[config.mk]
export PLATFORM = sky130hd
export DESIGN_NAME = arxp_cell
export DESIGN_NICKNAME = d
export VERILOG_FILES = /design/src/rtl/arxp_pkg.sv /design/src/rtl/arxp_cell.sv
export SDC_FILE = /design/constraint.sdc
export NUM_CORES = 2
export LEC_CHECK = 0
export CORE_MARGIN = 4
export CORE_UTILIZATION = 47
export CTS_CLUSTER_SIZE = 10
export DETAILED_ROUTE_END_ITERATION = 10
export DONT_BUFFER_PORTS = 1
export MAX_ROUTING_LAYER = met4
export PLACE_DENSITY = 0.66
export SLEW_MARGIN = 20
export SYNTH_ARGS = -nofsm -noshare
export SYNTH_HDL_FRONTEND = slang
export SYNTH_SLANG_ARGS = --single-unit
[constraint.sdc]
create_clock -name clk -period 7.6 [get_ports clk]
set_clock_uncertainty 0.05 [all_clocks]
set_input_delay 0 -clock clk [delete_from_list [all_inputs] [get_ports clk]]
set_output_delay 0 -clock clk [all_outputs]
set_load 0.02 [all_outputs]
[src/rtl/arxp_pkg.sv]
// Shared types, round tables and the rotate helper for the 512-bit ARX permutation.
package arxp_pkg;

	localparam int unsigned WORD_W    = 64;
	localparam int unsigned NUM_WORDS = 8;
	localparam int unsigned TABLE_LEN = 16;
	localparam int unsigned STATE_W   = WORD_W * NUM_WORDS;

	typedef logic [WORD_W-1:0] word_t;
	typedef word_t [NUM_WORDS-1:0] state_t;

	localparam word_t RC [TABLE_LEN] = '{
		64'h313c6532d658201a, 64'h956d549917eac3c0,
		64'h083d4edaf496ee20, 64'h0cb386eeab6965d2,
		64'h6f856ac36b7642e0, 64'he81887430eb2f988,
		64'haed89bd9076d6e8b, 64'habe63903dd74dfbb,
		64'h1add4c445f6c7432, 64'hd1d113667136bbcc,
		64'hcbf0b33854f1a287, 64'h37e6e010269e7e78,
		64'h9856a37486c20a3c, 64'h5020a4e865c9be36,
		64'h1401db7b7dac82b8, 64'h62cdab713371b069
	};

	localparam int unsigned SH_A [TABLE_LEN] = '{
		49,  1,  9, 13, 41, 59, 21, 23, 39,  5, 45,  3, 51, 63, 11, 57
	};
	localparam int unsigned SH_B [TABLE_LEN] = '{
		43, 11, 41, 25, 51, 47, 35,  3, 21, 63,  9, 45, 49, 17, 55, 19
	};
	localparam int unsigned SH_C [TABLE_LEN] = '{
		49, 63, 39, 61, 45, 37, 27, 41, 53, 21, 59, 55, 35, 33, 19, 29
	};
	localparam int unsigned SH_D [TABLE_LEN] = '{
		11, 45, 59, 41, 33, 17, 49, 39, 15,  5, 27, 51, 57, 53, 47,  1
	};

	function automatic word_t rotl(word_t v, int unsigned n);
		logic [5:0] k;
		k = n[5:0];
		return (v << k) | (v >> (WORD_W - k));
	endfunction

endpackage

[src/rtl/arxp_cell.sv]
// One round of the permutation as a two-stage cell of the round chain.
module arxp_cell import arxp_pkg::*; #(
	parameter int unsigned ROUND = 0
) (
	input  logic   clk,
	input  logic   arst_n,
	input  logic   en,
	input  logic   in_valid,
	input  state_t in_w,
	output logic   out_valid,
	output state_t out_w
);

	localparam int unsigned T  = ROUND % TABLE_LEN;
	localparam int unsigned CI = (3 * ROUND) % NUM_WORDS;
	localparam int unsigned R1 = (3 * ROUND + 7) % WORD_W;
	localparam int unsigned R2 = (5 * ROUND + 23) % WORD_W;
	localparam int unsigned R3 = (7 * ROUND + 41) % WORD_W;
	localparam int unsigned O1 = (2 * ROUND + 1) % NUM_WORDS;
	localparam int unsigned O2 = (3 * ROUND + 3) % NUM_WORDS;

	state_t mid_c;
	state_t mid_s1;
	logic   v_s1;
	state_t nxt_c;
	state_t w_s2;
	logic   v_s2;

	// first half of each box: constant, add, xor
	always_comb begin
		logic [2:0] a;
		logic [2:0] b;
		word_t      x;
		word_t      y;
		mid_c = in_w;
		mid_c[CI] = in_w[CI] ^ RC[T];
		for (int i = 0; i < 4; i++) begin
			a = 3'((2 * i + ROUND) % NUM_WORDS);
			b = a + 3'd1;
			x = mid_c[a] + rotl(mid_c[b], SH_A[T]);
			y = mid_c[b] ^ rotl(x, SH_B[T]);
			mid_c[a] = x;
			mid_c[b] = y;
		end
	end

	// second half of each box, then diffusion and word mixing
	always_comb begin
		logic [2:0] a;
		logic [2:0] b;
		word_t      x;
		word_t      y;
		state_t     st;
		state_t     u;
		st = mid_s1;
		for (int i = 0; i < 4; i++) begin
			a = 3'((2 * i + ROUND) % NUM_WORDS);
			b = a + 3'd1;
			x = st[a] + rotl(st[b], SH_C[T]);
			y = st[b] ^ rotl(x, SH_D[T]);
			st[a] = x;
			st[b] = y;
		end
		for (int i = 0; i < NUM_WORDS; i++) begin
			u[i] = st[i] ^ rotl(st[i], R1) ^ rotl(st[i], R2) ^ rotl(st[i], R3);
		end
		for (int i = 0; i < NUM_WORDS; i++) begin
			nxt_c[i] = u[i] ^ u[3'((i + O1) % NUM_WORDS)] ^ u[3'((i + O2) % NUM_WORDS)];
		end
	end

	always_ff @(posedge clk or negedge arst_n) begin
		if (!arst_n) begin
			v_s1 <= 1'b0;
			v_s2 <= 1'b0;
		end else if (en) begin
			v_s1 <= in_valid;
			v_s2 <= v_s1;
		end
	end

	always_ff @(posedge clk) begin
		if (en) begin
			mid_s1 <= mid_c;
			w_s2   <= nxt_c;
		end
	end

	assign out_valid = v_s2;
	assign out_w     = w_s2;

endmodule

---- Word level (Yosys, flattened, before mapping) ----
Cells that the tools add are included.
word-level totals
  logic and storage cells ................. 115
  bits of input ports ..................... 516
  flip-flop bits (word level) ............. 1026
  output and inout port bits .............. 513
cells by class
  $add $sub $neg .......................... 8
  bitwise logic cells ..................... 89
operators by type and width
  operator                      count
  XOR 64 bit                    48
  adder 64 bit                  8
  bitwise OR 64 x 23 -> 64 bit  8
  bitwise OR 64 x 41 -> 64 bit  8
  bitwise OR 64 x 49 -> 64 bit  8
  bitwise OR 64 x 7 -> 64 bit   8
  bitwise OR 64 x 11 -> 64 bit  4
  bitwise OR 64 x 43 -> 64 bit  4
  inverter 26 bit               1

---- Longest topological paths before layout ----
  depth in word-level cells ............... 10
  gate-level depth with buffers ........... 16
  depth with buffers taken out ............ 15

---- Worst setup path after synthesis ----
Ideal clock, no wire load.
  path kind ............................... reg2reg
  from .................................... register mid_s1[474] (netlist bit)
  to ...................................... register w_s2, in the netlist out_w[264] (data pin)
  period minus slack after synthesis ...... 4282 ps
  setup slack ............................. 3318 ps
  setup time .............................. 268 ps
  data required time ...................... 7282 ps
  stages on the path, launching flop included .. 16
  data arrival time ....................... 3964 ps
  path buffers ............................ 2
  cells stage by stage .................... edfxtp_1 ha_1 buf_2 inv_1 or4_1 a211o_1 a211oi_1 o21ai_1 a211oi_1 mux2_2 o211a_1 buf_6 xnor2_4 xnor3_1 xor2_1 xnor2_1
RTL lines
  element                 line             source
  start, declared         arxp_cell.sv:23  state_t mid_s1;
  start signal, assigned  arxp_cell.sv:84  mid_s1 <= mid_c;
  end signal, assigned    arxp_cell.sv:85  w_s2 <= nxt_c;
  end, declared           arxp_cell.sv:26  state_t w_s2;

==> out/metrics.json <==
{
  "outcome": {"value": "finished, final reports clean"},
  "synth.yosys.warnings": {"value": 0},
  "ant_nets": {"value": 0},
  "floorplan.io_pins": {"value": 1029},
  "period_share": {"value": 88.23, "unit": "%"},
  "final_weighted_congestion_in_routability_driven_placement": {"value": 1.123},
  "worstSetupPathType": {"value": "register to register"},
  "critical_path.endpoint_type": {"value": "register"},
  "clk_pin_slew": {"value": 0.05, "unit": "ns"},
  "synthesis.area_per_instance": {"value": 10.48, "unit": "sq um"},
  "initial_core_util": {"value": 47.45, "unit": "%"},
  "clk_latency": {"value": 0.83, "unit": "ns"},
  "syn_to_final_growth": {"value": 19.24, "unit": "%"},
  "holdCritStartpoint": {"value": "in_w[0]"},
  "die_area": {"value": 197400, "unit": "sq um"},
  "slew_headroom": {"value": 10.91, "unit": "%"},
  "floorplan.core_area": {"value": 188600, "unit": "sq um"},
  "synth_top_area_share": {"value": 34.36, "unit": "%"},
  "setup_total_negative_slack": {"value": 0, "unit": "ns"},
  "die_x": {"value": 444.3, "unit": "um"},
  "r2r_start": {"value": "mid_s1[213]"},
  "synthMostInstantiatedCell": {"value": "sky130_fd_sc_hd__xnor2_1"},
  "grt_pass1_vias": {"value": 75440},
  "cp_startpoint_kind": {"value": "register"},
  "cts_resized": {"value": 0},
  "drc": {"value": 0},
  "critPathBufInv": {"value": 1},
  "critPathTopFamily": {"value": "XOR/XNOR gates"},
  "num_cts_buffers": {"value": 131},
  "timing.final.crit_period": {"value": 6.705, "unit": "ns"},
  "fillerInstances": {"value": 15870},
  "track_usage": {"value": 47.98, "unit": "%"},
  "worstPathCellList": {"value": "ha_1 -> a2111oi_0 -> o21ai_0 -> nand3_1 -> o21ai_1 -> buf_4 -> o21ai_1 -> xnor2_2 -> xor2_1 -> xor3_1 -> xnor2_1 -> xor2_1 -> xnor2_1"},
  "arrival": {"value": 7.20, "unit": "ns"},
  "seq_area_frac_synth": {"value": 34.42, "unit": "%"},
  "cp-startpoint": {"value": "mid_s1[213]"},
  "wl": {"value": 477700, "unit": "um"},
  "initialDrtViolationCount": {"value": 10020},
  "post_route_cells_drive_above_1_share": {"value": 6.320, "unit": "%"},
  "finish.utilization": {"value": 56.58, "unit": "%"},
  "required": {"value": 8.09, "unit": "ns"},
  "synthTopCellsByCount": {"value": "sky130_fd_sc_hd__xnor2_1, sky130_fd_sc_hd__xor2_1, sky130_fd_sc_hd__edfxtp_1, sky130_fd_sc_hd__a21oi_1, sky130_fd_sc_hd__ha_1"},
  "synth_flop_cell": {"value": "sky130_fd_sc_hd__edfxtp_1"},
  "synthArstFlopShare": {"value": 0.1949, "unit": "%"},
  "synth_fp_nets": {"value": 9564},
  "post_synth_main_area_contributors": {"value": "sky130_fd_sc_hd__edfxtp_1, sky130_fd_sc_hd__xnor2_1, sky130_fd_sc_hd__xor2_1"},
  "cell_variety_after_synth": {"value": 122},
  "rsz_0062_raised_after_global_routing": {"value": "no"},
  "synth.cell_area": {"value": 89480, "unit": "sq um"},
  "max_cap_violations": {"value": 0},
  "maximum_number_of_pins_on_one_net_before_global_route_repair": {"value": 236},
  "cts_htree_levels": {"value": 4},
  "slew_viol_final": {"value": 0},
  "die_h": {"value": 444.3, "unit": "um"},
  "max_stage_delay": {"value": 1.04, "unit": "ns"},
  "timing.critical_path.fanout_max": {"value": 7},
  "clock-root-buffer": {"value": "sky130_fd_sc_hd__clkbuf_16"},
  "max_freq": {"value": 149.1, "unit": "MHz"},
  "first_pass_grt_wire_length": {"value": 635500, "unit": "um"},
  "report.final.setup_viol": {"value": 0},
  "timing_worst_slew_pin_value": {"value": 1.327, "unit": "ns"},
  "cells_after_synth": {"value": 8536},
  "routed-via-count": {"value": 78070},
  "fin_nets": {"value": 10530},
  "clock_sink_count": {"value": 1026},
  "hold_viol": {"value": 0},
  "vias_per_cell": {"value": 6.459},
  "detail_route.wl_per_cell": {"value": 39.53, "unit": "um"},
  "hp-class": {"value": "input pin to register"},
  "synth-edff-count": {"value": 1024},
  "firstDrtPassIters": {"value": 8},
  "grt_overflow": {"value": 0},
  "cts_buffer_depth": {"value": 3},
  "synth_top_cell_by_area": {"value": "sky130_fd_sc_hd__edfxtp_1"},
  "postSynthRegisterBits": {"value": 1026},
  "cpMaxStageDelayCell": {"value": "sky130_fd_sc_hd__xor2_1"},
  "dp_hpwl": {"value": 399000, "unit": "um"},
  "port_buffers": {"value": 0},
  "cts_tree": {"value": "built"},
  "num_rows": {"value": 159},
  "antenna_violations_before_repair": {"value": 13}
}
## kinds of logic after synthesis
| logic type | share of synthesized area, % |
|---|---|
| muxes | 0.1524 |
| DFF | 34.42 |
| buffers and inverters | 1.814 |
| adders and majority gates | 7.226 |
| xor gates and xnor gates | 34.88 |
| AOI/OAI and AO/OA | 13.59 |
| and+or+nand+nor | 7.913 |
## routing by layer
layer	routed length (um)	global-route usage [%]	up-vias
li1	-	-	32350
met2	205700	70.94	5456
met3	45600	11.17	1556
met4	52490	40.30	0
met1	174000	55.27	38710
met5	0	-	-
## metrics by stage
stage / worst slack [ns] / cell area, sq um / cells / hold WS [ns]
detailed placement: 1.328 / 93370 / 10960 / -0.3455
CTS: 1.325 / 106400 / 12060 / 0.0004692
global route: 1.126 / 106700 / 12080 / 0.03867
global placement: 1.146 / 93020 / 10950 / -0.3455
finish: 0.8947 / 106700 / 12090 / 0.05946
floorplan: 3.318 / 89480 / 8536 / -0.3456
## registers in the layout (all words and copies together) (netlist names)
name and flops:
v_s1 1, out_w 512, mid_s1 512, out_valid 1
## worst paths after layout
check | depth (start not counted) | endpoint | slack [ns]
hold reg to reg | 1 | out_valid | 0.48
min in group asynchronous | 3 | out_valid | 0.46
hold / removal | 2 | mid_s1[0] | 0.06
setup / recovery | 13 | out_w[158] | 0.89
setup reg to reg | 13 | out_w[158] | 0.89
max in group asynchronous | 3 | v_s1 | 6.91
## area by class of cell
type	instances	area (sq um)	area share, %
Clock buffer	153	3361	3.150
Tap cell	2495	3122	2.926
Inverter	176	660.6	0.6191
Multi-Input combinational cell	7095	57530	53.92
Sequential cell	1026	30800	28.86
Clock inverter	47	624.3	0.5851
Timing Repair Buffer	1076	10560	9.894
Antenna cell	18	45.04	0.04221
## placed cells by master (no fill, tap or decap), types with 21 or more instances in the layout
| cell type | count |
|---|---|
| sky130_fd_sc_hd__clkbuf_16 | 131 |
| sky130_fd_sc_hd__xnor3_1 | 75 |
| sky130_fd_sc_hd__and2_1 | 31 |
| sky130_fd_sc_hd__a21oi_1 | 614 |
| sky130_fd_sc_hd__dlygate4sd3_1 | 905 |
| sky130_fd_sc_hd__and4_1 | 21 |
| sky130_fd_sc_hd__or2_2 | 26 |
| sky130_fd_sc_hd__a211oi_1 | 53 |
| sky130_fd_sc_hd__buf_4 | 157 |
| sky130_fd_sc_hd__nand3_1 | 113 |
| sky130_fd_sc_hd__nor3_1 | 88 |
| sky130_fd_sc_hd__xor2_2 | 36 |
| sky130_fd_sc_hd__o21a_1 | 68 |
| sky130_fd_sc_hd__and3_1 | 51 |
| sky130_fd_sc_hd__nand2_1 | 425 |
| sky130_fd_sc_hd__inv_1 | 176 |
| sky130_fd_sc_hd__ha_1 | 504 |
| sky130_fd_sc_hd__a21o_1 | 263 |
| sky130_fd_sc_hd__o21ai_1 | 21 |
| sky130_fd_sc_hd__o31ai_1 | 35 |
| sky130_fd_sc_hd__nand4_1 | 151 |
| sky130_fd_sc_hd__o21bai_1 | 117 |
| sky130_fd_sc_hd__xnor2_1 | 1916 |
| sky130_fd_sc_hd__edfxtp_1 | 1024 |
| sky130_fd_sc_hd__clkbuf_1 | 22 |
| sky130_fd_sc_hd__xor3_1 | 34 |
| sky130_fd_sc_hd__or3_1 | 28 |
| sky130_fd_sc_hd__o211ai_1 | 39 |
| sky130_fd_sc_hd__xor2_1 | 1141 |
| sky130_fd_sc_hd__nand2b_1 | 60 |
| sky130_fd_sc_hd__xnor2_2 | 96 |
| sky130_fd_sc_hd__o21ai_0 | 271 |
| sky130_fd_sc_hd__nor2b_1 | 59 |
| sky130_fd_sc_hd__nor2_1 | 305 |
| sky130_fd_sc_hd__a31oi_1 | 53 |
| sky130_fd_sc_hd__nor4_1 | 22 |
## what timing repair did
action	in CTS	in global routing
hold buffers	906	0
endpoints found under the hold margin	835	0
buffers inserted	0	0
Power is left out: the tool's default activity adds up to more than one toggle a clock period on the data nets, which glitch-free logic cannot reach.
