**config.mk**
```make
export PLATFORM = sky130hd
export DESIGN_NAME = arxp_out_buf
export DESIGN_NICKNAME = d
export VERILOG_FILES = /design/src/rtl/arxp_pkg.sv /design/src/rtl/arxp_out_buf.sv
export SDC_FILE = /design/constraint.sdc
export NUM_CORES = 1
export LEC_CHECK = 0
export CAP_MARGIN = 20
export CELL_PAD_IN_SITES_DETAIL_PLACEMENT = 1
export CELL_PAD_IN_SITES_GLOBAL_PLACEMENT = 2
export CORE_AREA = 2 2 403 405
export CTS_CLUSTER_SIZE = 12
export DETAILED_ROUTE_END_ITERATION = 8
export DIE_AREA = 0 0 405 407
export DONT_BUFFER_PORTS = 1
export PLACE_DENSITY_LB_ADDON = 0.1
export SYNTH_ARGS = -nofsm -noshare
export SYNTH_HDL_FRONTEND = slang
export SYNTH_SLANG_ARGS = --single-unit
export TNS_END_PERCENT = 10
```
**constraint.sdc**
```tcl
create_clock -name clk -period 38.4 [get_ports clk]
set_clock_uncertainty 0.2 [all_clocks]
set_input_delay 1.92 -clock clk [delete_from_list [all_inputs] [get_ports clk]]
set_output_delay 1.92 -clock clk [all_outputs]
set_load 0.02 [all_outputs]
```
**src/rtl/arxp_pkg.sv**
```systemverilog
// Shared types, round tables and the rotate helper for the 512-bit ARX permutation.
package arxp_pkg;

	localparam int unsigned WORD_W    = 64;
	localparam int unsigned NUM_WORDS = 8;
	localparam int unsigned TABLE_LEN = 16;
	localparam int unsigned STATE_W   = WORD_W * NUM_WORDS;

	typedef logic [WORD_W-1:0] word_t;
	typedef word_t [NUM_WORDS-1:0] state_t;

	localparam word_t RC [TABLE_LEN] = '{
		64'h313c6532d658201a, 64'h956d549917eac3c0,
		64'h083d4edaf496ee20, 64'h0cb386eeab6965d2,
		64'h6f856ac36b7642e0, 64'he81887430eb2f988,
		64'haed89bd9076d6e8b, 64'habe63903dd74dfbb,
		64'h1add4c445f6c7432, 64'hd1d113667136bbcc,
		64'hcbf0b33854f1a287, 64'h37e6e010269e7e78,
		64'h9856a37486c20a3c, 64'h5020a4e865c9be36,
		64'h1401db7b7dac82b8, 64'h62cdab713371b069
	};

	localparam int unsigned SH_A [TABLE_LEN] = '{
		49,  1,  9, 13, 41, 59, 21, 23, 39,  5, 45,  3, 51, 63, 11, 57
	};
	localparam int unsigned SH_B [TABLE_LEN] = '{
		43, 11, 41, 25, 51, 47, 35,  3, 21, 63,  9, 45, 49, 17, 55, 19
	};
	localparam int unsigned SH_C [TABLE_LEN] = '{
		49, 63, 39, 61, 45, 37, 27, 41, 53, 21, 59, 55, 35, 33, 19, 29
	};
	localparam int unsigned SH_D [TABLE_LEN] = '{
		11, 45, 59, 41, 33, 17, 49, 39, 15,  5, 27, 51, 57, 53, 47,  1
	};

	function automatic word_t rotl(word_t v, int unsigned n);
		logic [5:0] k;
		k = n[5:0];
		return (v << k) | (v >> (WORD_W - k));
	endfunction

endpackage

```
**src/rtl/arxp_out_buf.sv**
```systemverilog
// Two-entry output buffer that decouples the round chain from the receiver.
module arxp_out_buf import arxp_pkg::*; (
	input  logic   clk,
	input  logic   arst_n,
	input  logic   in_valid,
	output logic   in_ready,
	input  state_t in_data,
	output logic   out_valid,
	input  logic   out_ready,
	output state_t out_data
);

	localparam logic [1:0] CNT_EMPTY = 2'd0;
	localparam logic [1:0] CNT_ONE   = 2'd1;
	localparam logic [1:0] CNT_FULL  = 2'd2;

	logic [1:0] cnt_q;
	state_t     head_q;
	state_t     spare_q;
	logic       push;
	logic       pop;

	assign in_ready  = (cnt_q != CNT_FULL);
	assign out_valid = (cnt_q != CNT_EMPTY);
	assign out_data  = head_q;
	assign push      = in_valid && in_ready;
	assign pop       = out_valid && out_ready;

	always_ff @(posedge clk or negedge arst_n) begin
		if (!arst_n) begin
			cnt_q <= CNT_EMPTY;
		end else begin
			cnt_q <= 2'(cnt_q + {1'b0, push} - {1'b0, pop});
		end
	end

	always_ff @(posedge clk) begin
		if (pop && cnt_q == CNT_FULL) begin
			head_q <= spare_q;
		end else if (push && (cnt_q == CNT_EMPTY || pop)) begin
			head_q <= in_data;
		end
		if (push && cnt_q == CNT_ONE && !pop) begin
			spare_q <= in_data;
		end
	end

	a_no_push_full: assert property (@(posedge clk) disable iff (!arst_n)
		cnt_q == CNT_FULL |-> !push)
		else $error("beat pushed into full output buffer");

	a_full_pop_keeps: assert property (@(posedge clk) disable iff (!arst_n)
		cnt_q == CNT_FULL && pop |=> out_valid && cnt_q == CNT_ONE)
		else $error("spare beat lost after pop");

	a_drain_one: assert property (@(posedge clk) disable iff (!arst_n)
		cnt_q == CNT_ONE && pop && !push |=> !out_valid)
		else $error("output valid without stored beat");

	a_cnt_range: assert property (@(posedge clk) disable iff (!arst_n)
		cnt_q != 2'd3)
		else $error("output buffer count out of range");

endmodule

```
# == Word level (Yosys, flattened, before mapping) ==
# Index checks and enable logic that the tools add are counted.
# classes
n_mux,2
n_addsub,2
n_shift,0
mul,0
reduce_logical,11
eq_ne,3
div,0
bitwise,0
order_cmp,0
# ops
cell,n
2-to-1 mux 512 bit,2
logical AND 1 bit,6
nonzero test 2 bit,2
adder 2 x 1 -> 2 bit,1
"== test 2 x 1 -> 1 bit, second input constant",1
"== test 2 bit, second input constant",1
logical NOT 2 bit,1
"inequality test 2 bit, second input constant",1
subtractor 2 x 1 -> 2 bit,1
logical NOT 1 bit,1
logical OR 1 bit,1
# word_totals
rom_bits,0
word_cells,35
mem_count,0
register_bits,1026
latch_bits,0
ram_bits,0
in_bits,516
output_inout_bits,514

# == Longest topological paths before layout ==
# Gate-level depths: netlist of run 1.
# logic_depth
word_depth,6
ltp_mapped,6
depth_no_buf,5

# == Worst setup path after synthesis of run 1 ==
# No wires, ideal clock.
# synth_timing
kind,input to register
start,in out_ready
end,reg head_q (netlist bit out_data[0]) (enable)
path_buffers,0
setup_time_ps,2096
required_ps,36104
arrival_time_ps,37718
slack_ps,-1614
path_stages,3
path_cell_list,nor2b_1 o21bai_1 o21ai_0
# synth_via
elab_chain_len,4
elab_cells_between_ends,5
cone_classes,5 x reduce/logical
# synth_lines
element,line,text
"start, declared",arxp_out_buf.sv:9,"input logic out_ready,"
logical AND 1 bit (*),arxp_out_buf.sv:27,assign pop = out_valid && out_ready;
logical OR 1 bit,arxp_out_buf.sv:40,end else if (push && (cnt_q == CNT_EMPTY || pop)) begin
logical AND 1 bit,arxp_out_buf.sv:40,
nonzero test 2 bit (no line) (*),n/a,
"end signal, assigned",arxp_out_buf.sv:39,head_q <= spare_q;
"end signal, assigned",arxp_out_buf.sv:41,head_q <= in_data;
"end, declared",arxp_out_buf.sv:18,state_t head_q;
# Mark *: on every way between the ends. The rest lies on a longest branch, timed or not.
# A chain may end at the register's enable or synchronous reset.

# == Final worst setup path of run 1 ==
# layout_timing
start,in out_ready
end,"reg head_q (netlist bit out_data[13]), data pin"
# layout_via
elab_chain_len,3
# layout_lines
element,line,text
logical AND 1 bit,arxp_out_buf.sv:27,
logical AND 1 bit,arxp_out_buf.sv:38,if (pop && cnt_q == CNT_FULL) begin
2-to-1 mux 512 bit,arxp_out_buf.sv:38,
# No other way between the ends.

==> results of run 1 <==
[flip-flops by register name, summed over array words and instances, names as in the netlist]
register and flops:
cnt_q 2, out_data 512, spare_q 512
[power groups by stage]
stage	clock network, mW	registers (mW)	logic, mW
after floorplan	0	2.10	0.235
after detailed placement	0	1.94	0.333
final	1.07	1.91	0.320
after global routing	1.15	1.94	0.356
after CTS	1.11	1.93	0.334
after global placement	0	1.95	0.325
[metrics by stage]
step	instance area, um^2	setup TNS, ns	worst slack [ns]
after floorplan	37080	-143.77	-0.2808
after global placement	39610	0	31.51
after detailed placement	39610	0	31.53
after CTS	43210	0	32.38
after global routing	43260	0	32.17
final	43320	0	32.52
[worst reg2reg max path: cells and delay by family, from the launching register on]
kind                   cells  cell delay (ns)
flip-flops                 1             0.50
multiplexers               1             0.46
AND/OR/NAND/NOR            1             0.60
buffers and inverters      5             3.34
[layer usage]
| layer | track usage | vias up | wire (um) |
|---|---|---|---|
| met1 | 0.1242 | 8083 | 36050 |
| met2 | 0.2191 | 758 | 55040 |
| li1 | - | 6695 | - |
| met4 | 0.03954 | 58 | 2913 |
| met3 | 0.09301 | 216 | 16470 |
| met5 | 0 | - | 412 |
[worst min-delay path by stage]
stage / startpoint / to / slack [ns] / cells past startpoint
2_1_floorplan: spare_q[100]$_DFFE_PP_ / out_data[100]$_DFFE_PP_ / 0.30 / 1
3_3_place_gp: spare_q[510]$_DFFE_PP_ / out_data[510]$_DFFE_PP_ / 0.31 / 1
3_5_place_dp: spare_q[236]$_DFFE_PP_ / out_data[236]$_DFFE_PP_ / 0.31 / 1
4_1_cts: spare_q[259]$_DFFE_PP_ / out_data[259]$_DFFE_PP_ / 0.31 / 1
5_1_grt: spare_q[253]$_DFFE_PP_ / out_data[253]$_DFFE_PP_ / 0.33 / 1
6_report: spare_q[469]$_DFFE_PP_ / out_data[469]$_DFFE_PP_ / 0.30 / 1
[cell type report]
cell class,instances,area [um^2]
clock buffer,157,3163
antenna,21,52.55
tap,2160,2703
clock inverter,60,439.2
timing repair buffer,21,260.3
inverter,1,3.754
fill,16270,116900
sequential,1026,30800
multi-input combinational,528,5896
[layout by cell type, fill, tap and decap left out]
cell type / synthesis / routed
nand3_4: 0 / 1
inv_1: 1 / 1
nand3_1: 1 / 1
buf_16: 0 / 2
buf_4: 48 / 14
clkinv_16: 0 / 1
clkbuf_16: 0 / 121
a21oi_1: 1 / 1
mux2_1: 480 / 480
dfrtp_1: 2 / 2
o21ai_0: 2 / 1
or2_2: 1 / 1
edfxtp_1: 1024 / 1024
o21ai_4: 0 / 1
nor3_2: 0 / 1
inv_6: 0 / 4
clkbuf_1: 0 / 36
clkinv_8: 0 / 2
ha_1: 1 / 1
clkinv_4: 0 / 1
nor4bb_1: 1 / 1
nor2b_1: 1 / 1
o21bai_1: 1 / 1
bufinv_16: 0 / 4
mux2_2: 32 / 32
xnor2_1: 1 / 1
nand2_1: 3 / 3
clkinv_1: 0 / 22
a311oi_1: 1 / 1
diode_2: 0 / 21
clkinv_2: 0 / 26
buf_12: 0 / 5
[kinds of logic after synthesis]
family	count (synthesis)
AO/OA/AOI/OAI	5
XOR/XNOR	1
adder cells (fa/ha/maj)	1
buffers and inverters	58
flip-flops	1026
multiplexers	512
AND/OR/NAND/NOR	9
==> reports/qor.yml, run 1 <==
global_route:
  antenna_found_initial: 37
  grt_pass1_wl_mm: 148.4
  gr-usage-all-layers: 0.1298
  grt_pass1_vias: 16920
  grt_max_degree: 157
  grt-ovfl-total: 0
clocking:
  cts_hold_buffers: 0
  clk_path_buf_depth: 3
  postCtsSetupRepairBufs: 0
  clk_latency_ns: 0.73
  cts.repair.resized: 0
  cts_tree: "yes"
  h-tree-depth: 3
  cts_root_buf: "clkbuf_16"
  path_clk_slew_ns: 0.06
  cts.sinks: 1026
  cts_buffers: 119
setup_path:
  cp_common_cell: "buf_4"
  path_cells: "nand3_4, buf_4, buf_4, buf_4, buf_4, mux2_2"
  path_delay_family: "buffers and inverters"
  start_kind: "input port"
  path_class: "input port to flip-flop"
  worstSetupStartpoint: "out_ready"
  crit_buf_inv: 4
  rr_endpoint: "out_data[13]$_DFFE_PP_"
  r2r_setup_slack_ns: 33.06
  critPathArrivalTime_ns: 6.16
  path_max_fanout: 66
  cp_slowest_cell: "buf_4"
  required_ns: 38.68
  cp_num_cells: 6
  slowest_delay_ns: 0.84
  cp-end-kind: "flip-flop"
  r2r_start: "cnt_q[0]$_DFF_PN0_"
  crit_end: "out_data[13]$_DFFE_PP_"
  ff2ff_path_depth: 7
sta:
  rsz0062_at_grt: "false"
  holdWs_ns: 0.3011
  setup_viol: 0
  min_period_ns: 5.878
  relSlewSlack: 0.1912
  tightest_slew_ns: 1.213
  final_hold_viol_count: 0
  fin_crit_sh: 0.1531
  fmax_ghz: 0.1701
  drv_slew: 0
detailed_routing:
  ant_nets: 0
  drt_wl_total_mm: 110.9
  dr.pass1.iters: 4
  vias_per_cell: 3.978
  drc: 0
  wl_per_cell_um: 27.90
  vias: 15810
  drtIter0Drc: 995
floorplanning:
  core_area_um2: 160200
  fp.dieW_um: 405
  ios: 1030
  rows: 147
  dieArea_um2: 164800
  die_y_um: 407
  initial_core_util: 0.2315
synthesis:
  syn_avg_cell_area_um2: 23.00
  synth_simple_gate_area_frac: 0.001451
  synth.area.top_cells: "edfxtp_1 83%, mux2_1 15%, buf_4 0.97%"
  synthAdderAreaFrac: 0.0003374
  syn_nets: 2129
  ys_top_cells_by_count: "1024 x edfxtp_1, 480 x mux2_1, 48 x buf_4"
  synth-compound-area-share: 0.0008436
  synth-edff-count: 1024
  synthFlopType: "edfxtp_1"
  yosys_warnings: 0
  synthesis.area_um2: 37080
  synth_mux_area_frac: 0.1555
  yosysTopAreaCell: "edfxtp_1"
  synth_async_sr_flop_share: 0.001949
  synth_cells: 1612
  synth_top_family_by_area: "multiplexers"
  yosysMostFrequentCell: "edfxtp_1"
  netlist.area_leader.share: 0.8293
  synth-seq-cells: 1026
  synth_xor_area_frac: 0.0002362
  yosysSeqAreaShare: 0.8306
  ys_types: 20
hold_path:
  hold_class: "flip-flop to flip-flop"
final_layout:
  final_cells: 3974
  area_delta_synth_final_pct: 16.82
  final_util: 0.2704
  drive_gt1_frac: 0.1205
  layout.nets: 2214
place:
  place_hpwl_mm: 76.90
  portBuffers: 0
  gp_congestion: 0.7627
  placed_cells: 3734
power:
  p_seq_frac: 0.580
  p_sw_frac: 0.3152
  clkPwrFrac: 0.323
  peakVddDrop_v: 0.00003735
  power_density_nw_per_um2: 76.11
  total_power_mw: 3.297
  cell_internal_pwr_mw: 2.258
  p_switching_mw: 1.039
  power_frac_comb: 0.097
  cellLeakagePower_nw: 13.74
run:
  cap_violations: 0
outcome:
  outcome: "completed"
Note: power is estimated with default switching activity, not from simulation.
==> run 2: changes to the inputs <==
==> constraint.sdc (replaced) <==
create_clock -name clk -period 5.2 [get_ports clk]
set_clock_uncertainty 0.2 [all_clocks]
set_input_delay 0.26 -clock clk [delete_from_list [all_inputs] [get_ports clk]]
set_output_delay 0.26 -clock clk [all_outputs]
set_load 0.02 [all_outputs]
==> run 2 against run 1 <==
Net effect:
- the flow now stops in 4_1_cts
- synthesized cell count did not move
- area after synthesis did not move
==> reports/qor.yml, run 2 <==
outcome:
  outcome: "stopped before the end"  # was completed
  stop_stage: "4_1_cts"
  tool.error: "[ERROR RSZ-0060] Max buffer count reached."
synthesis:
  synth.area.top_cells: "edfxtp_1 83%, mux2_1 15%, buf_4 0.97%"  # unchanged
  synthesis.area_um2: 37080  # unchanged
  ys_types: 20  # unchanged
  yosysTopAreaCell: "edfxtp_1"  # unchanged
  yosys_warnings: 0  # unchanged
  synth_cells: 1612  # unchanged
  yosysMostFrequentCell: "edfxtp_1"  # unchanged
  syn_avg_cell_area_um2: 23.00  # unchanged
  yosysSeqAreaShare: 0.8306  # unchanged
  netlist.area_leader.share: 0.8293  # unchanged
  synth_async_sr_flop_share: 0.001949  # unchanged
  syn_nets: 2129  # unchanged
  synth-seq-cells: 1026  # unchanged
  synth-edff-count: 1024  # unchanged
  ys_top_cells_by_count: "1024 x edfxtp_1, 480 x mux2_1, 48 x buf_4"  # unchanged
  synthFlopType: "edfxtp_1"  # unchanged
floorplanning:
  rows: 147  # unchanged
  initial_core_util: 0.2315  # unchanged
  fp.dieW_um: 405  # unchanged
  ios: 1030  # unchanged
  die_y_um: 407  # unchanged
clocking:
  h-tree-depth: 3  # unchanged
  cts_hold_buffers: 794  # was 0
  postCtsSetupRepairBufs: 0  # unchanged
  cts.repair.resized: 0  # unchanged
  cts.sinks: 1026  # unchanged
  cts_root_buf: "clkbuf_16"  # unchanged
  clk_path_buf_depth: 3  # unchanged
  cts_buffers: 119  # unchanged
place:
  portBuffers: 0  # unchanged
  placed_cell_area_um2: 39830  # was 39610 um^2
  place_hpwl_mm: 78.93  # was 76.90 mm
  gp_congestion: 0.7503  # was 0.7627
  post-place-ws_ns: 2.340  # was 31.53 ns
==> run 2: logic make-up after synthesis <==
family | count (synthesis) | synth area share
AND/OR/NAND/NOR | 9 | 0.001451
adder cells (fa/ha/maj) | 1 | 0.0003374
flip-flops | 1026 | 0.8306
buffers and inverters | 58 | 0.01103
multiplexers | 512 | 0.1555
AO/OA/AOI/OAI | 5 | 0.0008436
XOR/XNOR | 1 | 0.0002362
==> run 2: per-stage QoR <==
step,std cells,util
floorplan,1612,-
global placement,3750,0.2486
detailed placement,3750,0.2486
==> run 3: changes to the inputs <==
==> config.mk (replaced) <==
export PLATFORM = sky130hd
export DESIGN_NAME = arxp_out_buf
export DESIGN_NICKNAME = d
export VERILOG_FILES = /design/src/rtl/arxp_pkg.sv /design/src/rtl/arxp_out_buf.sv
export SDC_FILE = /design/constraint.sdc
export NUM_CORES = 1
export LEC_CHECK = 0
export CAP_MARGIN = 20
export CORE_AREA = 2 2 401 403
export DETAILED_ROUTE_END_ITERATION = 8
export DIE_AREA = 0 0 403 405
export DONT_BUFFER_PORTS = 1
export PLACE_DENSITY_LB_ADDON = 0.15
export SYNTH_ARGS = -nofsm -noshare
export SYNTH_HDL_FRONTEND = slang
export SYNTH_SLANG_ARGS = --single-unit
export TNS_END_PERCENT = 10
==> constraint.sdc (replaced) <==
create_clock -name clk -period 6.8 [get_ports clk]
set_clock_uncertainty 0.2 [all_clocks]
set_input_delay 0.34 -clock clk [delete_from_list [all_inputs] [get_ports clk]]
set_output_delay 0.34 -clock clk [all_outputs]
set_load 0.02 [all_outputs]
==> run 3 against run 2 <==
Net effect:
- the flow now finishes without violations
==> reports/qor.yml, run 3 (synthesis gave the netlist of run 1 again) <==
floorplanning:
  ios: 1030  # unchanged
  rows: 147  # unchanged
  fp.dieW_um: 403  # was 405 um
  die_y_um: 405  # was 407 um
  core_area_um2: 159300
  initial_core_util: 0.2328  # was 0.2315
  dieArea_um2: 163200
setup_path:
  slowest_delay_ns: 0.78
  cp_common_cell: "buf_12"
  crit_buf_inv: 2
  required_ns: 7.03
  path_delay_family: "buffers and inverters"
  cp-end-kind: "flip-flop"
  cp_slowest_cell: "nand3_4"
  path_cells: "nand3_4, buf_12, buf_12, mux2_1"
  path_class: "flip-flop to flip-flop"
  critPathArrivalTime_ns: 3.50
  path_max_fanout: 74
  start_kind: "flip-flop"
final_layout:
  fill_cells: 15400
  fin_area_um2: 49830
  layout.nets: 2864
  final_common_cell: "edfxtp_1"
  area_delta_synth_final_pct: 34.38
  final_cells: 4533
  drive_gt1_frac: 0.09207
  layout_common_cells: "1024 x edfxtp_1, 648 x dlygate4sd3_1, 480 x mux2_1"
sta:
  fin_crit_sh: 0.4805
  fmax_ghz: 0.3061
  drv_slew: 0
  min_period_ns: 3.267
  tightest_slew_ns: 1.103
  relSlewSlack: 0.2644
  setup_viol: 0
  rsz0062_at_grt: "false"
  final_hold_viol_count: 0
outcome:
  outcome: "completed"  # was stopped before the end
clocking:
  path_clk_slew_ns: 0.06
  cts.sinks: 1026  # unchanged
  clk_latency_ns: 0.73
  cts_buffers: 114  # was 119
  h-tree-depth: 3  # unchanged
  cts_root_buf: "clkbuf_16"  # unchanged
  clk_path_buf_depth: 3  # unchanged
  cts_tree: "yes"
  postCtsSetupRepairBufs: 0  # unchanged
power:
  power_density_nw_per_um2: 381.1
  power_frac_comb: 0.117
  clkPwrFrac: 0.317
  peakVddDrop_v: 0.0002059
  total_power_mw: 18.99
  cell_internal_pwr_mw: 13.06
  p_sw_frac: 0.3124
  cellLeakagePower_nw: 16.47
  p_switching_mw: 5.932
  p_seq_frac: 0.566
global_route:
  grt_pass1_vias: 19650
  grt-ovfl-total: 0
  grt_pass1_wl_mm: 149.0
  grt_max_degree: 137
  gr-usage-all-layers: 0.1264
  antenna_found_initial: 23
hold_path:
  hold_class: "input port to flip-flop"
place:
  placed_cells: 3669  # was 3750
  placed_cell_area_um2: 39690  # was 39830 um^2
  portBuffers: 0  # unchanged
  gp_congestion: 0.7879  # was 0.7503
  place_hpwl_mm: 73.14  # was 78.93 mm
detailed_routing:
  drtIter0Drc: 1077
  wl_per_cell_um: 23.57
  drt_wl_total_mm: 106.8
  ant_nets: 0
  drc: 0
  dr.pass1.iters: 6
  vias_per_cell: 4.003
  vias: 18150
run:
  cap_violations: 0
## run 3: worst paths after layout
check / slack [ns] / startpoint / to / depth (start not counted)
hold / removal: 0.09 / in_data[2] / spare_q[2]$_DFFE_PP_ / 1
setup reg to reg: 3.53 / cnt_q[1]$_DFF_PN0_ / out_data[119]$_DFFE_PP_ / 4
max in group asynchronous: 5.94 / arst_n / cnt_q[0]$_DFF_PN0_ / 2
min in group asynchronous: 0.29 / arst_n / cnt_q[1]$_DFF_PN0_ / 2
setup / recovery: 3.53 / cnt_q[1]$_DFF_PN0_ / out_data[119]$_DFFE_PP_ / 4
hold reg to reg: 0.29 / spare_q[497]$_DFFE_PP_ / out_data[497]$_DFFE_PP_ / 1
## run 3: per-layer routing
metal	GRT usage	vias to the layer above	wire, um
met3	0.05732	188	10410
met2	0.2180	720	54000
li1	-	7972	-
met5	0	-	73
met4	0.05204	12	3764
met1	0.1335	9253	38580
## run 3: through the flow
step / utilization / setup TNS, ns / setup slack (ns) / hold slack [ns]
finish: 0.3128 / 0 / 3.533 / 0.08696
global route: 0.3128 / 0 / 3.369 / 0.02339
CTS: 0.3126 / 0 / 3.509 / 0.0001844
detailed placement: 0.2492 / 0 / 3.504 / -0.1552
global placement: 0.2492 / 0 / 3.572 / -0.1552
floorplan: - / -4814.48 / -6.488 / -0.1556
## run 3: power groups by stage
| stage | clock [mW] | sequential [mW] | combinational (mW) |
|---|---|---|---|
| 5_1_grt | 6.50 | 10.9 | 2.44 |
| 6_report | 6.02 | 10.7 | 2.22 |
| 3_5_place_dp | 0 | 10.9 | 1.90 |
| 3_3_place_gp | 0 | 10.9 | 1.85 |
| 2_1_floorplan | 0 | 10.8 | 1.34 |
| 4_1_cts | 6.25 | 10.8 | 2.29 |
## run 3: what timing repair did
action,4_1_cts,5_1_grt
hold endpoints to repair,1133,0
hold buffers,648,0
resized for setup,0,0
## run 3: worst reg2reg max path, cell delays in order (launching register included)
cell and delay, ns:
dfrtp_1 0.59, nand3_4 0.78, buf_12 0.52, buf_12 0.47, mux2_1 0.46
## run 3: final cells by class
type                            instances  area [um^2]  area share
Multi-Input combinational cell        528         5923      0.1189
Timing Repair Buffer                  676         6834      0.1372
Inverter                                1        3.754  0.00007533
Clock inverter                         65        661.9     0.01328
Antenna cell                           14        35.03   0.0007031
Tap cell                             2086         2610     0.05238
Sequential cell                      1026        30800      0.6181
Clock buffer                          137         2960     0.05941
==> run 4: changes to the inputs <==
==> constraint.sdc (replaced) <==
create_clock -name clk -period 3.1 [get_ports clk]
set_clock_uncertainty 0.2 [all_clocks]
set_input_delay 0.155 -clock clk [delete_from_list [all_inputs] [get_ports clk]]
set_output_delay 0.155 -clock clk [all_outputs]
set_load 0.02 [all_outputs]
==> run 4 against run 3 <==
Net effect:
- the flow now stops in 4_1_cts
- area after synthesis unchanged
- synthesized cell count unchanged
==> reports/qor.yml, run 4 <==
outcome:
  stop_stage: "4_1_cts"
  outcome: "stopped before the end"  # was completed
  tool.error: "[ERROR RSZ-0060] Max buffer count reached."
clocking:
  cts.repair.resized: 0  # unchanged
  cts_buffers: 116  # was 114
  cts_hold_buffers: 781  # was 648
  h-tree-depth: 3  # unchanged
  cts.sinks: 1026  # unchanged
  cts_root_buf: "clkbuf_16"  # unchanged
  clk_path_buf_depth: 3  # unchanged
  postCtsSetupRepairBufs: 0  # unchanged
floorplanning:
  fp.dieW_um: 403  # unchanged
  ios: 1030  # unchanged
  initial_core_util: 0.2328  # unchanged
  die_y_um: 405  # unchanged
  rows: 147  # unchanged
synthesis:
  syn_nets: 2129  # unchanged
  yosys_warnings: 0  # unchanged
  synth_cells: 1612  # unchanged
  ys_top_cells_by_count: "1024 x edfxtp_1, 480 x mux2_1, 48 x buf_4"  # unchanged
  netlist.area_leader.share: 0.8293  # unchanged
  yosysMostFrequentCell: "edfxtp_1"  # unchanged
  synthFlopType: "edfxtp_1"  # unchanged
  syn_avg_cell_area_um2: 23.00  # unchanged
  synthesis.area_um2: 37080  # unchanged
  synth_async_sr_flop_share: 0.001949  # unchanged
  yosysSeqAreaShare: 0.8306  # unchanged
  synth-seq-cells: 1026  # unchanged
  yosysTopAreaCell: "edfxtp_1"  # unchanged
  synth.area.top_cells: "edfxtp_1 83%, mux2_1 15%, buf_4 0.97%"  # unchanged
  ys_types: 20  # unchanged
  synth-edff-count: 1024  # unchanged
place:
  placed_cell_area_um2: 39960  # was 39690 um^2
  place_hpwl_mm: 73.96  # was 73.14 mm
  gp_congestion: 0.7814  # was 0.7879
  portBuffers: 0  # unchanged
[run 4: logic make-up after synthesis]
family,Yosys count,synth area share
XOR/XNOR,1,0.0002362
AND/OR/NAND/NOR,9,0.001451
AO/OA/AOI/OAI,5,0.0008436
adder cells (fa/ha/maj),1,0.0003374
flip-flops,1026,0.8306
buffers and inverters,58,0.01103
multiplexers,512,0.1555
[run 4: stage by stage]
stage	utilization	instances	setup WS [ns]
after global placement	0.2509	3686	0.6461
after detailed placement	0.2509	3686	0.5882
after floorplan	-	1612	-10.19
